--- src/sv/quaternion_to_euler_yzx_assert.svh ---
// Assertion macros shared by the quaternion to Euler angle modules
`ifndef QUATERNION_TO_EULER_YZX_ASSERT_SVH
`define QUATERNION_TO_EULER_YZX_ASSERT_SVH

// same-cycle implication
`define Q2E_ASSERT_IMP(lbl, clk, rst, ante, cons) \
   lbl: assert property (@(posedge clk) disable iff (rst) (ante) |-> (cons)) \
      else $error("q2e: check failed");

// next-cycle implication
`define Q2E_ASSERT_NXT(lbl, clk, rst, ante, cons) \
   lbl: assert property (@(posedge clk) disable iff (rst) (ante) |=> (cons)) \
      else $error("q2e: check failed");

`endif

--- src/sv/q2e_pkg.sv ---
// Package: widths, constants, arctangent table and shared types
package q2e_pkg;

   localparam int QUAT_WIDTH_DEF   = 16;
   localparam int ANGLE_WIDTH_DEF  = 16;
   localparam int CORDIC_STEPS_DEF = 14;

   localparam int RW  = 37;  // rotation terms, Q30
   localparam int CW  = 40;  // CORDIC vector
   localparam int ZW  = 35;  // CORDIC angle, Q30
   localparam int SW  = 32;  // clamped sine and square root, must hold +1.0
   localparam int RTW = 61;  // radicand 2^60 - s^2
   localparam int MW  = 60;  // scaled angle before rounding

   localparam logic signed [RW-1:0] ONE_Q30 = RW'(64'sd1073741824);
   localparam logic signed [ZW-1:0] PI_Q30  = ZW'(64'sd3373259426);
   localparam logic signed [24:0]   DEG_MUL = 25'sd7509872;

   typedef enum logic {
      UNIT_RAD = 1'b0,
      UNIT_DEG = 1'b1
   } angle_unit_type;

   typedef struct packed {
      logic signed [RW-1:0] roll_y;
      logic signed [RW-1:0] roll_x;
      logic signed [RW-1:0] pitch_y;
      logic signed [RW-1:0] pitch_x;
      logic signed [SW-1:0] sin;
      logic                 clip;
   } rterm_type;

   function automatic logic signed [ZW-1:0] atan_q30(input logic [4:0] idx);
      logic [31:0] v;
      case (idx)
         5'd0:  v = 32'h3243F6A8;
         5'd1:  v = 32'h1DAC6705;
         5'd2:  v = 32'h0FADBAFC;
         5'd3:  v = 32'h07F56EA6;
         5'd4:  v = 32'h03FEAB76;
         5'd5:  v = 32'h01FFD55B;
         5'd6:  v = 32'h00FFFAAA;
         5'd7:  v = 32'h007FFF55;
         5'd8:  v = 32'h003FFFEA;
         5'd9:  v = 32'h001FFFFD;
         5'd10: v = 32'h000FFFFF;
         5'd11: v = 32'h0007FFFF;
         5'd12: v = 32'h0003FFFF;
         5'd13: v = 32'h0001FFFF;
         5'd14: v = 32'h0000FFFF;
         5'd15: v = 32'h00007FFF;
         5'd16: v = 32'h00003FFF;
         5'd17: v = 32'h00001FFF;
         5'd18: v = 32'h00000FFF;
         5'd19: v = 32'h000007FF;
         5'd20: v = 32'h000003FF;
         5'd21: v = 32'h000001FF;
         5'd22: v = 32'h000000FF;
         5'd23: v = 32'h0000007F;
         5'd24: v = 32'h0000003F;
         5'd25: v = 32'h0000001F;
         5'd26: v = 32'h0000000F;
         5'd27: v = 32'h00000007;
         5'd28: v = 32'h00000003;
         5'd29: v = 32'h00000001;
         default: v = 32'h0;
      endcase
      return signed'(ZW'(v));
   endfunction

endpackage

--- src/sv/q2e_scale.sv ---
// Unit scaling, rounding and saturation of the three angles, two stages
module q2e_scale #(
   parameter int AW = q2e_pkg::ANGLE_WIDTH_DEF
) (
   input  logic                            clock,
   input  logic                            reset,
   input  logic                            adv,
   input  logic                            in_valid,
   input  q2e_pkg::angle_unit_type         unit,
   input  logic signed [q2e_pkg::ZW-1:0]   in_roll,
   input  logic signed [q2e_pkg::ZW-1:0]   in_pitch,
   input  logic signed [q2e_pkg::ZW-1:0]   in_yaw,
   input  logic                            in_clip,
   output logic                            out_valid,
   output logic signed [AW-1:0]            out_roll,
   output logic signed [AW-1:0]            out_pitch,
   output logic signed [AW-1:0]            out_yaw,
   output logic                            out_clip
);

   localparam int MW = q2e_pkg::MW;
   localparam logic signed [63:0] HI = (64'sd1 <<< (AW - 1)) - 64'sd1;
   localparam logic signed [63:0] LO = -HI - 64'sd1;

   // radians take the same rounding as degrees after a shift by 22
   function automatic logic signed [MW-1:0] scale(input logic signed [q2e_pkg::ZW-1:0] a,
                                                  input q2e_pkg::angle_unit_type u);
      logic signed [MW-1:0] e;
      e = MW'(a);
      if (u == q2e_pkg::UNIT_DEG) return e * MW'(q2e_pkg::DEG_MUL);
      else                        return e <<< 22;
   endfunction

   function automatic logic signed [AW-1:0] round_sat(input logic signed [MW-1:0] m);
      logic signed [63:0] v;
      v = (64'(m) + (64'sd1 <<< 39)) >>> 40;
      if (v > HI)      v = HI;
      else if (v < LO) v = LO;
      return v[AW-1:0];
   endfunction

   logic signed [MW-1:0] roll_ff, pitch_ff, yaw_ff;
   logic                 clip_ff;
   logic [1:0]           vld_ff;

   always_ff @(posedge clock) begin
      if (reset) begin
         vld_ff <= '0;
      end else if (adv) begin
         vld_ff <= {vld_ff[0], in_valid};
      end
      if (adv) begin
         roll_ff   <= scale(in_roll, unit);
         pitch_ff  <= scale(in_pitch, unit);
         yaw_ff    <= scale(in_yaw, unit);
         clip_ff   <= in_clip;
         out_roll  <= round_sat(roll_ff);
         out_pitch <= round_sat(pitch_ff);
         out_yaw   <= round_sat(yaw_ff);
         out_clip  <= clip_ff;
      end
   end

   assign out_valid = vld_ff[1];

endmodule

--- config.mk ---
export PLATFORM = sky130hd
export DESIGN_NAME = q2e_scale
export DESIGN_NICKNAME = d
export VERILOG_FILES = /design/src/sv/quaternion_to_euler_yzx_assert.svh /design/src/sv/q2e_pkg.sv /design/src/sv/q2e_scale.sv
export SDC_FILE = /design/constraint.sdc
export NUM_CORES = 2
export LEC_CHECK = 0
export ABC_AREA = 1
export BUFFER_PORTS_ARGS = -buffer_cell sky130_fd_sc_hd__buf_2
export CORE_MARGIN = 1.5
export CORE_UTILIZATION = 60
export CTS_CLUSTER_SIZE = 10
export DETAILED_ROUTE_END_ITERATION = 8
export PLACE_DENSITY = 0.77
export SETUP_SLACK_MARGIN = 0.5
export SYNTH_ARGS = -nofsm -noshare
export SYNTH_HDL_FRONTEND = slang
export SYNTH_SLANG_ARGS = --single-unit
--- constraint.sdc ---
create_clock -name clock -period 9.3 [get_ports clock]
set_input_delay 1.395 -clock clock [delete_from_list [all_inputs] [get_ports clock]]
set_output_delay 1.395 -clock clock [all_outputs]
set_load 0.05 [all_outputs]
# == After elaboration in Yosys (flattened, before gate mapping) ==
# Cells that the tools add are included.
# word_totals
mem_bits_ro,0
register_bits,232
mem_bits_rw,0
n_memories,0
output_inout_bits,50
in_bits,111
latchBits,0
# classes
reduce_logical,0
n_div,0
addsub,3
muxes,6
n_shift,0
eq_ne,0
order_cmp,6
mul,3
bitwise_logic,0
# op_table
operator,n
$add A60 B41 Y61 const B,3
$mux W60,3
$mul A35 B20 Y55 const B,3
$gt A21 B16 Y1 const B,3
$lt A21 B16 Y1 const B,3
$mux W16,3

# == Longest topological paths before layout ==
# logic_depth
word_depth,3
ltp_mapped,28
depth_no_buf,28

# == Worst setup path before layout ==
# Ideal clock, no wire load.
# synth_path
path_type,input to register
start,input in_yaw[34] (netlist name)
end,register yaw_ff[53] (data pin)
arrival_time_ns,7.089
slack_ns,1.957
t_required_ns,9.046
setup_ns,0.254
stages,22
path_cell_list,clkbuf_1 -> inv_2 -> clkbuf_1 -> fa_1 -> inv_1 -> fa_1 -> fa_1 -> fa_1 -> inv_1 -> fa_1 -> inv_1 -> ha_1 -> nand2_1 -> inv_1 -> nand4_1 -> or2_0 -> nor3_1 -> nand2_1 -> nand3_1 -> nand2_1 -> nand3_1 -> nand2_1
# synth_between
elab_chain_len,2
# synth_lines
element,line_no,rtl
from (decl),q2e_scale.sv:12,"input logic signed [q2e_pkg::ZW-1:0] in_yaw,"
$mul A35 B20 Y55,q2e_scale.sv:30,if (u == q2e_pkg::UNIT_DEG) return e * MW'(q2e_pkg::DEG_MUL);
$mux W60,q2e_scale.sv:30,
to (signal assigned),q2e_scale.sv:55,"yaw_ff <= scale(in_yaw, unit);"
to (decl),q2e_scale.sv:42,"logic signed [MW-1:0] roll_ff, pitch_ff, yaw_ff;"
# Every way passes these cells.
# A chain may end at the register's enable or synchronous reset.

# == Final worst setup path ==
# layout_path
start,input in_roll[34] (netlist name)
end,register roll_ff[48] (data pin)
# layout_between
elab_chain_len,2
# layout_lines
element,line_no,rtl
from (decl),q2e_scale.sv:10,"input logic signed [q2e_pkg::ZW-1:0] in_roll,"
$mul A35 B20 Y55,q2e_scale.sv:30,
$mux W60,q2e_scale.sv:30,
to (signal assigned),q2e_scale.sv:53,"roll_ff <= scale(in_roll, unit);"
to (decl),q2e_scale.sv:42,
# Every way passes these cells.

==> results.md <==
* CP peak stage delay at approximately 0.60 ns
* Synthesized area per cell at between 8 and 9 µm²
* Fin. max-slew vios at 0
* Detail Placement HPWL at ~130 mm
* Synth area leader: fa_1
* F_max at 140.1 MHz
* Worst-path clk slew at about 0.1 ns
* Netlist cell types at between 50 and 60
* EDFF count, synth at 110
* CP dominant cell by count: inv_1
* Max Cap Viol at 0
* Row Count at roughly 110
* Worst EP arrival at approximately 7.3 ns
* Status: finished, final reports clean
* Remaining antenna violation count at 0
* Die Area at between 80000 and 90000 µm²
* Grt total ovfl at 0
* Reg2reg end: out_yaw[9]
* Clock root buffer: clkbuf_16
* Final hold vios at 0
* Hold Buf Count CTS at 0
* Synth area leaders: fa_1 37%, ha_1 21%, inv_1 13%
* Placer Congestion at ~1
* I/O pins at between 150 and 200
* Vias in the first global route at roughly 43000
* CP Launch Type: input port
* Clk sinks at roughly 110
* Die Wd at 296.7 µm
* Crit path buf inv count at 8
* TritonCTS clock tree: done
* Syn Inst Count at about 6200
* Overall Global Routing Usage at approximately a third
* Initial DRC count at 3032
* Via-per-instance ratio at ~5.5
* #FFs+latches synth at around 110
* Critical path launch point: in_roll[34]
* WS Path Type: input port to flip-flop
* R2R Setup Slk at 6.65 ns
* Yosys warns at 0
* Post-CTS Setup Inserts at 0
* Initial antenna violation count at 2
* # nets final at roughly 8200
* Pre-Repair DR Iteration Count at 6
* Layout Skew at 0.02478 ns
* Cell area after synthesis at between 50000 and 60000 µm²
* Post-detailed-routing wire length at 147.6 mm
* Port-buffer cells at 160
* Post-synth top area share at approximately 37%
* Finish-stage setup viols at 0
* HP Start: clip_ff
* CTS buffer count at 9
* First-pass GRT wire length at 234.0 mm
* Crit path capture type: flip-flop
* Final period util at roughly 77%
* Layout cell share with drive strength beyond 1 at ~4.2%
* RSZ-0062 raised after global routing: no
* Tmin final at approximately 7.1 ns
* Reg2reg path depth at 12
* Wire per inst at 19.79 µm
* Worst hold-check path type: flip-flop to flip-flop
* Clock latency at the later pin of the worst-skew pair at roughly 0.42 ns
* Placed inst area at around 54000 µm²
* DRC viols at 0
* CP max stage cell: buf_2
* Crit Path Max Fanout at 34
* Hold worst-path end: out_clip
* Largest delay share family, worst path: adder cells
* Chip Height at a little under 300 µm
* TNS Setup at 0 ns
* Synth Flop Type: edfxtp_1
* Final instance area at about 54000 µm²
* Clock buffer depth at 2
* Reg2Reg Launch Point: yaw_ff[39]
* DR vias at about 41000
* H-tree depth at 3
* Worst path required time at between 9 and 10 ns
* Post-Syn Nets at 8068
* Cells resized by post-CTS repair at 0
* Sequential fraction of the synthesis area at 6.458%
* Starting Density at between 60% and 70%
* Relative slew slack at between 40% and 50%
* Area growth, synth to finish at 4.727%
* Worst-margin pin slew at roughly 0.89 ns
* Asr flop ratio synth at 0%
* Core area at 85280 µm²
* Largest net degree at the start of global routing at 62
* Hold Crit Depth at 0
-- kinds of logic (layout without fill, tap and decap cells) --
group / Yosys count / after routing / synth area share [%]
flops: 112 / 112 / 6.458
fa+ha+maj: 1802 / 1802 / 57.29
xor+xnor: 183 / 183 / 3.096
other cells: 0 / 2 / 0
compound gates: 608 / 608 / 6.431
mux: 2 / 2 / 0.04350
simple gates: 1671 / 1671 / 13.72
buf+inv: 1779 / 1934 / 12.96
-- synthesized netlist by cell type, types with 10 or more instances --
cell type and count:
inv_1 1732, fa_1 948, nand2_1 947, ha_1 852, nor2_1 301, a21oi_1 285
nand3_1 214, o21ai_0 206, xor2_1 150, edfxtp_1 110, nand4_1 78, a21o_1 52
nor3_1 45, xnor2_1 33, o21bai_1 30, or2_2 19, inv_2 18, nand2_2 18
clkbuf_1 14, nor4_1 10, o21ai_1 10
-- worst max path at each step --
stage                   end  cells after the start
2_1_floorplan    yaw_ff[53]                     22
3_3_place_gp    roll_ff[41]                     22
3_5_place_dp   pitch_ff[50]                     26
4_1_cts        pitch_ff[50]                     26
5_1_grt         roll_ff[49]                     26
6_report        roll_ff[48]                     26
-- per-layer routing --
layer | track usage [%] | vias up | wire (µm)
met5 | 0 | - | 0
met4 | 8.950 | 0 | 4026
met3 | 4.499 | 208 | 10860
li1 | - | 19120 | -
met2 | 55.79 | 1508 | 68210
met1 | 48.62 | 20070 | 64510
-- state kept, by name (all words and copies together) (netlist names), 2 cells and up --
name	count
out_pitch	16
out_roll	16
out_yaw	16
pitch_ff	20
roll_ff	20
vld_ff	2
yaw_ff	20
-- placed cells by master (no fill, tap or decap), types with 18 or more instances in the layout --
| master | netlist | layout |
|---|---|---|
| nand2_2 | 18 | 18 |
| nor3_1 | 45 | 45 |
| nand4_1 | 78 | 78 |
| o21bai_1 | 30 | 30 |
| edfxtp_1 | 110 | 110 |
| buf_2 | 3 | 159 |
| fa_1 | 948 | 948 |
| inv_2 | 18 | 18 |
| xnor2_1 | 33 | 33 |
| or2_2 | 19 | 19 |
| nand3_1 | 214 | 214 |
| o21ai_0 | 206 | 206 |
| nor2_1 | 301 | 301 |
| xor2_1 | 150 | 150 |
| nand2_1 | 947 | 947 |
| a21o_1 | 52 | 52 |
| ha_1 | 852 | 852 |
| a21oi_1 | 285 | 285 |
| inv_1 | 1732 | 1732 |
-- stage by stage --
stage / cells / setup slack (ns) / hold slack [ns] / util, %
global route: 7456 / 1.691 / 0.4420 / 63.57
finish: 7458 / 2.164 / 0.4393 / 63.57
CTS: 7456 / 2.203 / 0.4430 / 63.57
global placement: 7440 / 1.773 / 0.4040 / 63.22
floorplan: 6157 / 1.957 / 0.4003 / -
detailed placement: 7440 / 1.747 / 0.4212 / 63.22
-- cell type report --
class | instances | area, µm²
flip-flops and latches | 112 | 3343
inverters | 1751 | 6573
diodes | 2 | 5.005
multi-input cells | 4266 | 41720
fillers | 7403 | 31060
clock buffers | 9 | 225.2
repair buffers | 167 | 855.8
clock inverters | 7 | 68.82
well taps | 1144 | 1431
Power is left out: the tool's default activity adds up to more than one toggle a clock period on the data nets, which glitch-free logic cannot reach.
