$ cat config.mk
export PLATFORM = sky130hd
export DESIGN_NAME = q2e_isqrt
export DESIGN_NICKNAME = d
export VERILOG_FILES = /design/src/sv/q2e_pkg.sv /design/src/sv/q2e_isqrt.sv
export VERILOG_INCLUDE_DIRS = /design/src /design/src/sv
export SDC_FILE = /design/constraint.sdc
export NUM_CORES = 2
export LEC_CHECK = 0
export BUFFER_PORTS_ARGS = -buffer_cell sky130_fd_sc_hd__buf_4
export CAP_MARGIN = 20
export CORE_UTILIZATION = 55
export CTS_CLUSTER_SIZE = 12
export DETAILED_ROUTE_END_ITERATION = 10
export PLACE_DENSITY = 0.71
export SYNTH_ARGS = -nofsm -noshare
export SYNTH_HDL_FRONTEND = slang
export SYNTH_SLANG_ARGS = --single-unit
export TNS_END_PERCENT = 10
$ cat constraint.sdc
create_clock -name clock -period 4.8 [get_ports clock]
set_input_delay 0.48 -clock clock [delete_from_list [all_inputs] [get_ports clock]]
set_output_delay 0.48 -clock clock [all_outputs]
set_load 0.05 [all_outputs]
$ cat src/sv/quaternion_to_euler_yzx_assert.svh
// Assertion macros shared by the quaternion to Euler angle modules
`ifndef QUATERNION_TO_EULER_YZX_ASSERT_SVH
`define QUATERNION_TO_EULER_YZX_ASSERT_SVH

// same-cycle implication
`define Q2E_ASSERT_IMP(lbl, clk, rst, ante, cons) \
   lbl: assert property (@(posedge clk) disable iff (rst) (ante) |-> (cons)) \
      else $error("q2e: check failed");

// next-cycle implication
`define Q2E_ASSERT_NXT(lbl, clk, rst, ante, cons) \
   lbl: assert property (@(posedge clk) disable iff (rst) (ante) |=> (cons)) \
      else $error("q2e: check failed");

`endif

$ cat src/sv/q2e_pkg.sv
// Package: widths, constants, arctangent table and shared types
package q2e_pkg;

   localparam int QUAT_WIDTH_DEF   = 16;
   localparam int ANGLE_WIDTH_DEF  = 16;
   localparam int CORDIC_STEPS_DEF = 14;

   localparam int RW  = 37;  // rotation terms, Q30
   localparam int CW  = 40;  // CORDIC vector
   localparam int ZW  = 35;  // CORDIC angle, Q30
   localparam int SW  = 32;  // clamped sine and square root, must hold +1.0
   localparam int RTW = 61;  // radicand 2^60 - s^2
   localparam int MW  = 60;  // scaled angle before rounding

   localparam logic signed [RW-1:0] ONE_Q30 = RW'(64'sd1073741824);
   localparam logic signed [ZW-1:0] PI_Q30  = ZW'(64'sd3373259426);
   localparam logic signed [24:0]   DEG_MUL = 25'sd7509872;

   typedef enum logic {
      UNIT_RAD = 1'b0,
      UNIT_DEG = 1'b1
   } angle_unit_type;

   typedef struct packed {
      logic signed [RW-1:0] roll_y;
      logic signed [RW-1:0] roll_x;
      logic signed [RW-1:0] pitch_y;
      logic signed [RW-1:0] pitch_x;
      logic signed [SW-1:0] sin;
      logic                 clip;
   } rterm_type;

   function automatic logic signed [ZW-1:0] atan_q30(input logic [4:0] idx);
      logic [31:0] v;
      case (idx)
         5'd0:  v = 32'h3243F6A8;
         5'd1:  v = 32'h1DAC6705;
         5'd2:  v = 32'h0FADBAFC;
         5'd3:  v = 32'h07F56EA6;
         5'd4:  v = 32'h03FEAB76;
         5'd5:  v = 32'h01FFD55B;
         5'd6:  v = 32'h00FFFAAA;
         5'd7:  v = 32'h007FFF55;
         5'd8:  v = 32'h003FFFEA;
         5'd9:  v = 32'h001FFFFD;
         5'd10: v = 32'h000FFFFF;
         5'd11: v = 32'h0007FFFF;
         5'd12: v = 32'h0003FFFF;
         5'd13: v = 32'h0001FFFF;
         5'd14: v = 32'h0000FFFF;
         5'd15: v = 32'h00007FFF;
         5'd16: v = 32'h00003FFF;
         5'd17: v = 32'h00001FFF;
         5'd18: v = 32'h00000FFF;
         5'd19: v = 32'h000007FF;
         5'd20: v = 32'h000003FF;
         5'd21: v = 32'h000001FF;
         5'd22: v = 32'h000000FF;
         5'd23: v = 32'h0000007F;
         5'd24: v = 32'h0000003F;
         5'd25: v = 32'h0000001F;
         5'd26: v = 32'h0000000F;
         5'd27: v = 32'h00000007;
         5'd28: v = 32'h00000003;
         5'd29: v = 32'h00000001;
         default: v = 32'h0;
      endcase
      return signed'(ZW'(v));
   endfunction

endpackage

$ cat src/sv/q2e_isqrt.sv
// Pipelined integer square root, one result bit per stage, with side payload
module q2e_isqrt #(
   parameter int PW = 1
) (
   input  logic                        clock,
   input  logic                        reset,
   input  logic                        adv,
   input  logic                        in_valid,
   input  logic [q2e_pkg::RTW-1:0]     in_rad,
   input  logic [PW-1:0]               in_pl,
   output logic                        out_valid,
   output logic [q2e_pkg::SW-1:0]      out_root,
   output logic [PW-1:0]               out_pl
);
`include "quaternion_to_euler_yzx_assert.svh"

   localparam int RTW = q2e_pkg::RTW;
   localparam int NS  = (RTW + 1) / 2;

   logic [RTW-1:0] rem_ff  [1:NS];
   logic [RTW:0]   root_ff [1:NS];
   logic [PW-1:0]  pl_ff   [1:NS];
   logic [NS:1]    vld_ff;

   logic [RTW-1:0] rem_cur  [0:NS-1];
   logic [RTW:0]   root_cur [0:NS-1];
   logic [PW-1:0]  pl_cur   [0:NS-1];
   logic [NS-1:0]  vld_cur;
   logic [RTW-1:0] rem_in   [0:NS-1];
   logic [RTW:0]   root_in  [0:NS-1];

   always_comb begin
      rem_cur[0]  = in_rad;
      root_cur[0] = '0;
      pl_cur[0]   = in_pl;
      vld_cur[0]  = in_valid;
      for (int k = 1; k < NS; k++) begin
         rem_cur[k]  = rem_ff[k];
         root_cur[k] = root_ff[k];
         pl_cur[k]   = pl_ff[k];
         vld_cur[k]  = vld_ff[k];
      end
   end

   // stage k tries the bit of weight 4^(NS-1-k)
   always_comb begin
      for (int k = 0; k < NS; k++) begin
         if ({1'b0, rem_cur[k]} >= root_cur[k] + ((RTW + 1)'(1) << (RTW - 1 - 2 * k))) begin
            rem_in[k]  = rem_cur[k] - RTW'(root_cur[k] +
                         ((RTW + 1)'(1) << (RTW - 1 - 2 * k)));
            root_in[k] = (root_cur[k] >> 1) + ((RTW + 1)'(1) << (RTW - 1 - 2 * k));
         end else begin
            rem_in[k]  = rem_cur[k];
            root_in[k] = root_cur[k] >> 1;
         end
      end
   end

   always_ff @(posedge clock) begin
      if (reset) begin
         vld_ff <= '0;
      end else if (adv) begin
         vld_ff <= vld_cur;
      end
      if (adv) begin
         for (int k = 0; k < NS; k++) begin
            rem_ff[k+1]  <= rem_in[k];
            root_ff[k+1] <= root_in[k];
            pl_ff[k+1]   <= pl_cur[k];
         end
      end
   end

   assign out_valid = vld_ff[NS];
   assign out_root  = root_ff[NS][q2e_pkg::SW-1:0];
   assign out_pl    = pl_ff[NS];

   `Q2E_ASSERT_IMP(a_root_max, clock, reset, vld_ff[NS],
      root_ff[NS] <= ((RTW + 1)'(1) << (q2e_pkg::SW - 1)))
   `Q2E_ASSERT_IMP(a_root_rem, clock, reset, vld_ff[NS],
      {1'b0, rem_ff[NS]} <= (root_ff[NS] << 1))
   `Q2E_ASSERT_NXT(a_hold_item, clock, reset, vld_ff[NS] && !adv, vld_ff[NS])

endmodule

## After elaboration in Yosys (flattened, before gate mapping)

Memories as Yosys holds them, arrays and structs flattened.
Cells that the tools add are included.

| cells by class | value |
|---|---|
| $add $sub $neg | 91 |
| order comparisons | 31 |
| mux-type cells | 64 |

Operator list:

| cell | number |
|---|---|
| $mux 61 | 32 |
| $ge 61x62->1 | 30 |
| $mux 62 | 30 |
| $sub 61x61->61 | 30 |
| $add 61x1->62 const B | 1 |
| $add 61x11->62 const B | 1 |
| $add 61x13->62 const B | 1 |
| $add 61x15->62 const B | 1 |
| $add 61x17->62 const B | 1 |
| $add 61x19->62 const B | 1 |
| $add 61x21->62 const B | 1 |
| $add 61x23->62 const B | 1 |
| $add 61x25->62 const B | 1 |
| $add 61x27->62 const B | 1 |
| $add 61x29->62 const B | 1 |
| $add 61x3->62 const B | 1 |
| $add 61x31->62 const B | 1 |
| $add 61x33->62 const B | 1 |
| $add 61x35->62 const B | 1 |
| $add 61x37->62 const B | 1 |
| $add 61x39->62 const B | 1 |
| $add 61x41->62 const B | 1 |
| $add 61x43->62 const B | 1 |
| $add 61x45->62 const B | 1 |
| other kinds (43) | 44 |

| storage, ports and cells | value |
|---|---|
| register bits | 31 |
| bits in writable memories | 3844 |
| input bits | 66 |
| output and inout port bits | 34 |
| word-level logic and storage cells | 190 |
| memories | 3 |

Memory list:

| memory | depth | width | read ports | clocked after Yosys merged registers in | write ports | RTL line | source |
|---|---|---|---|---|---|---|---|
| root_ff | 31 | 62 | 31 | 0 | 31 | q2e_isqrt.sv:21 | `logic [RTW:0] root_ff [1:NS];` |
| rem_ff | 31 | 61 | 30 | 0 | 31 | q2e_isqrt.sv:20 | `logic [RTW-1:0] rem_ff [1:NS];` |
| pl_ff | 31 | 1 | 31 | 0 | 31 | q2e_isqrt.sv:22 | `logic [PW-1:0] pl_ff [1:NS];` |

## Logic depth before layout (Yosys ltp)

An unclocked memory read counts as a cell.

| logic depth | value |
|---|---|
| depth in word-level cells | 4 |
| mapped depth | 14 |
| gate-level depth less buffers | 12 |

## Worst setup path before layout

No wires, ideal clock.

| timing path | value |
|---|---|
| kind | reg2reg |
| start | register rem_ff[0][1621] (netlist name) |
| end | register rem_ff[0][1690] (netlist name) |
| library setup time | 0.271 ns |
| arrival | 3.196 ns |
| required time | 4.529 ns |
| setup slack | 1.332 ns |
| cell stages (with the launch flop) | 13 |
| buffers on the path | 2 |
| clock period less this slack | 3.468 ns |
| cells stage by stage | edfxtp_1 ha_1 clkbuf_1 a2111oi_0 or3b_2 a41oi_1 nand3b_1 a21oi_1 a21boi_1 buf_2 or3_1 nor4_1 xor2_1 |

==> results by group <==
Status
  • Status: finished clean

Logic synthesis
  • Number of synthesized register bits: 2,388
  • Synth unique cells: 97
  • Ys async rst share: 0
  • Avg Cell Area, Syn: 12.7 sq um
  • Sequential area share after synthesis: 0.629
  • Post-synth EDFFs: 2,357
  • Cell taking the most area after synthesis: edfxtp_1
  • Top-count cell post-synth: edfxtp_1
  • Synth Instances: 8,973
  • Synthesized cell area: 114,000 sq um
  • Yosys warnings: 0
  • Synth top cells by count: 2,357 x edfxtp_1, 633 x inv_1, 585 x nand2_1
  • Main flop type after synthesis: edfxtp_1
  • Area contributors post-synth: edfxtp_1 62%, ha_1 5.8%, xor2_1 3.1%, xnor2_1 3.0%, a21oi_1 2.4%
  • Synth top area share: 0.623

Power and ir drop
  • Peak supply drop: 0.000413 V
  • Total net switching power: 0.0179 W
  • Gate power share: 0.215
  • Switching share of power: 0.293
  • Clock Power Share: 0.313
  • Sequential Power Share: 0.472
  • Leakage power: 47.7 nW
  • Cell Int Power: 0.0432 W
  • Cell Pwr Density: 482 nW/um^2

Die
  • Width of the die: 456 microns
  • Core Box Area: 205,000 sq um
  • Starting Density: 0.554
  • Num ports: 100
  • DIE AREA: 208,000 sq um
  • Die H: 456 microns
  • Core Rows: 166

Critical path
  • R2R setup slack: 0.65 ns
  • Required @ worst endpoint: 5.47 ns
  • Crit Path Max Fanout: 7
  • Critical Path Start Type: flip-flop
  • Arrival time at the worst endpoint: 4.81 ns
  • Worst reg2reg endpoint: rem_ff[0][1279]$_DFFE_PP_
  • WS Path Type: reg2reg
  • Critical Path End Type: flip-flop
  • Critical Path Sink: rem_ff[0][1279]$_DFFE_PP_
  • Reg2Reg Depth: 9
  • Worst Setup SP: rem_ff[0][1205]$_DFFE_PP_
  • Reg-to-reg startpoint: rem_ff[0][1205]$_DFFE_PP_

Timing
  • Final Cycle Share: 0.864
  • FMAX: 241 MHz
  • Hold_ws: 0.112 ns
  • Fin worst setup slack: 0.655 ns
  • Fin crit period: 4.15 ns
  • Slew @ Worst Pin: 1.24 ns
  • RSZ-0062 raised after global routing: false
  • Post-route setup TNS: 0 ns
  • Hold Vio Cnt, Final: 0
  • Final setup viols: 0
  • Slew Viols, Final: 0
  • Worst rel slew slack: 0.161
  • Post-Route Skew: 0.0924 ns

Route
  • ANT nets after route: 0
  • Vias per inst: 5.99
  • Routed WL per cell: 21.9 microns
  • Iteration count of the initial detailed-routing pass: 6
  • DR vias: 73,000
  • Detailed Route Iter0 Violations: 6,653
  • Total wire length: 266 mm
  • Post-route DRC: 0

Global routing
  • Number of global-route vias before repair: 70,200
  • Global-route wire length before repair: 407 mm
  • Initial antenna violation count: 7
  • GRT Residual Overflow: 0
  • Largest net degree at the start of global routing: 191
  • GRT Overall Usage: 0.252

CTS
  • Worst skew pair latency: 0.93 ns
  • Cts repair resizes: 0
  • Clock Tree Root: clkbuf_16
  • CTS tree: yes
  • Clk slew on worst S/H paths: 0.06 ns
  • Max Buffers Root-to-Sink: 4
  • CTS H-Tree Depth: 5
  • Total CTS buffers: 276
  • Clock Sink Count: 2,388

Placed design
  • Pre-CTS WS: 0.703 ns
  • Hpwl dp: 197 mm
  • Placer Congestion: 0.944
  • Port Buffers: 98
  • # placed instances: 11,700

Flow run
  • Max-Cap Viols: 0

Hold path
  • Worst min-delay path category: in2reg

Finish
  • NumNets Final: 9,931
  • Util after Layout: 0.618
  • Share of cells above drive strength 1: 0.0763
  • Fillers: 15,500
  • Layout overhead on the synthesized area: 11.6%
  • Non-Filler Instances: 12,200
[worst max-delay path, stage by stage, from the launching register on]
cell	delay [ns]
edfxtp_1	0.55
nor4_1	0.90
nand3_1	0.14
nor4_1	0.80
nand2_1	0.19
nor3b_1	0.23
a311oi_1	0.36
nand2b_1	0.20
nor4_1	0.27
xor2_1	0.30
[flip-flops by register name, indices dropped and copies added, names as in the netlist]
signal	cells
root_ff	496
vld_ff	31
pl_ff	31
rem_ff	1830
[power by group through the flow]
stage	clock (W)	sequential [W]	combinational [W]
after floorplan	0	0.0281	0.00955
after global placement	0	0.0292	0.0126
after detailed placement	0	0.0292	0.0128
after CTS	0.0195	0.0288	0.0129
after global routing	0.0203	0.0291	0.0144
final	0.0192	0.0288	0.0131
[layer usage]
layer,vias up,part of all wire,track usage,wire [microns]
li1,34400,-,-,-
met1,35900,0.44,0.352,116000
met2,2182,0.48,0.412,128000
met3,455,0.058,0.0353,15600
met4,4,0.024,0.0695,6510
met5,-,0.00012,0,31
[layout by cell type, fill, tap and decap left out, drive strengths merged, types with 212 or more instances in the layout]
cell / netlist / routed
buf: 35 / 212
edfxtp: 2357 / 2357
ha: 523 / 523
xor2: 402 / 402
o21ai: 449 / 449
a21oi: 537 / 537
xnor2: 394 / 394
clkbuf: 153 / 330
nand2: 585 / 585
nor3: 214 / 214
inv: 638 / 644
nor4: 289 / 289
nor2: 569 / 569
[cell type report]
type	count	area, sq um	share of cell area
repair buffers	277	2440	0.0192
flip-flops and latches	2388	71400	0.563
multi-input cells	5759	39100	0.309
inverters	639	2400	0.0189
clock inverters	93	773	0.00610
diodes	2	5.00	0.0000395
well taps	2688	3360	0.0265
clock buffers	330	7260	0.0573
[logic make-up (layout without fill, tap and decap cells)]
kind of cell               count (synthesis)  after routing  share of synthesized area
AOI/OAI and AO/OA                       1701           1701                     0.0932
xor gates and xnor gates                 796            796                     0.0614
adders and majority gates                524            524                     0.0578
buffers and inverters                    827           1339                     0.0277
DFF                                     2388           2388                      0.629
muxes                                    124            124                     0.0118
other                                      1              4                  0.0000330
and+or+nand+nor                         2612           2612                      0.120
[worst min path at each step]
stage                                       from                        end  cells after the start
after floorplan            pl_ff[0][9]$_DFFE_PP_     pl_ff[0][10]$_DFFE_PP_                      0
after global placement    pl_ff[0][29]$_DFFE_PP_     pl_ff[0][30]$_DFFE_PP_                      0
after detailed placement  pl_ff[0][23]$_DFFE_PP_     pl_ff[0][24]$_DFFE_PP_                      0
after CTS                                    adv  rem_ff[0][1095]$_DFFE_PP_                      1
after global routing                         adv  rem_ff[0][1093]$_DFFE_PP_                      1
final                                        adv  rem_ff[0][1093]$_DFFE_PP_                      1
[per-stage QoR]
step           total power, W  cell area [sq um]
2_1_floorplan          0.0376             114000
6_report               0.0611             127000
3_5_place_dp           0.0420             118000
5_1_grt                0.0639             127000
3_3_place_gp           0.0418             118000
4_1_cts                0.0613             127000
[timing repair]
action | 4_1_cts | 5_1_grt
endpoints found under the hold margin | 93 | 0
hold buffers | 65 | 0
setup buffers | 0 | 0
Note: power is estimated with default switching activity, not from simulation.
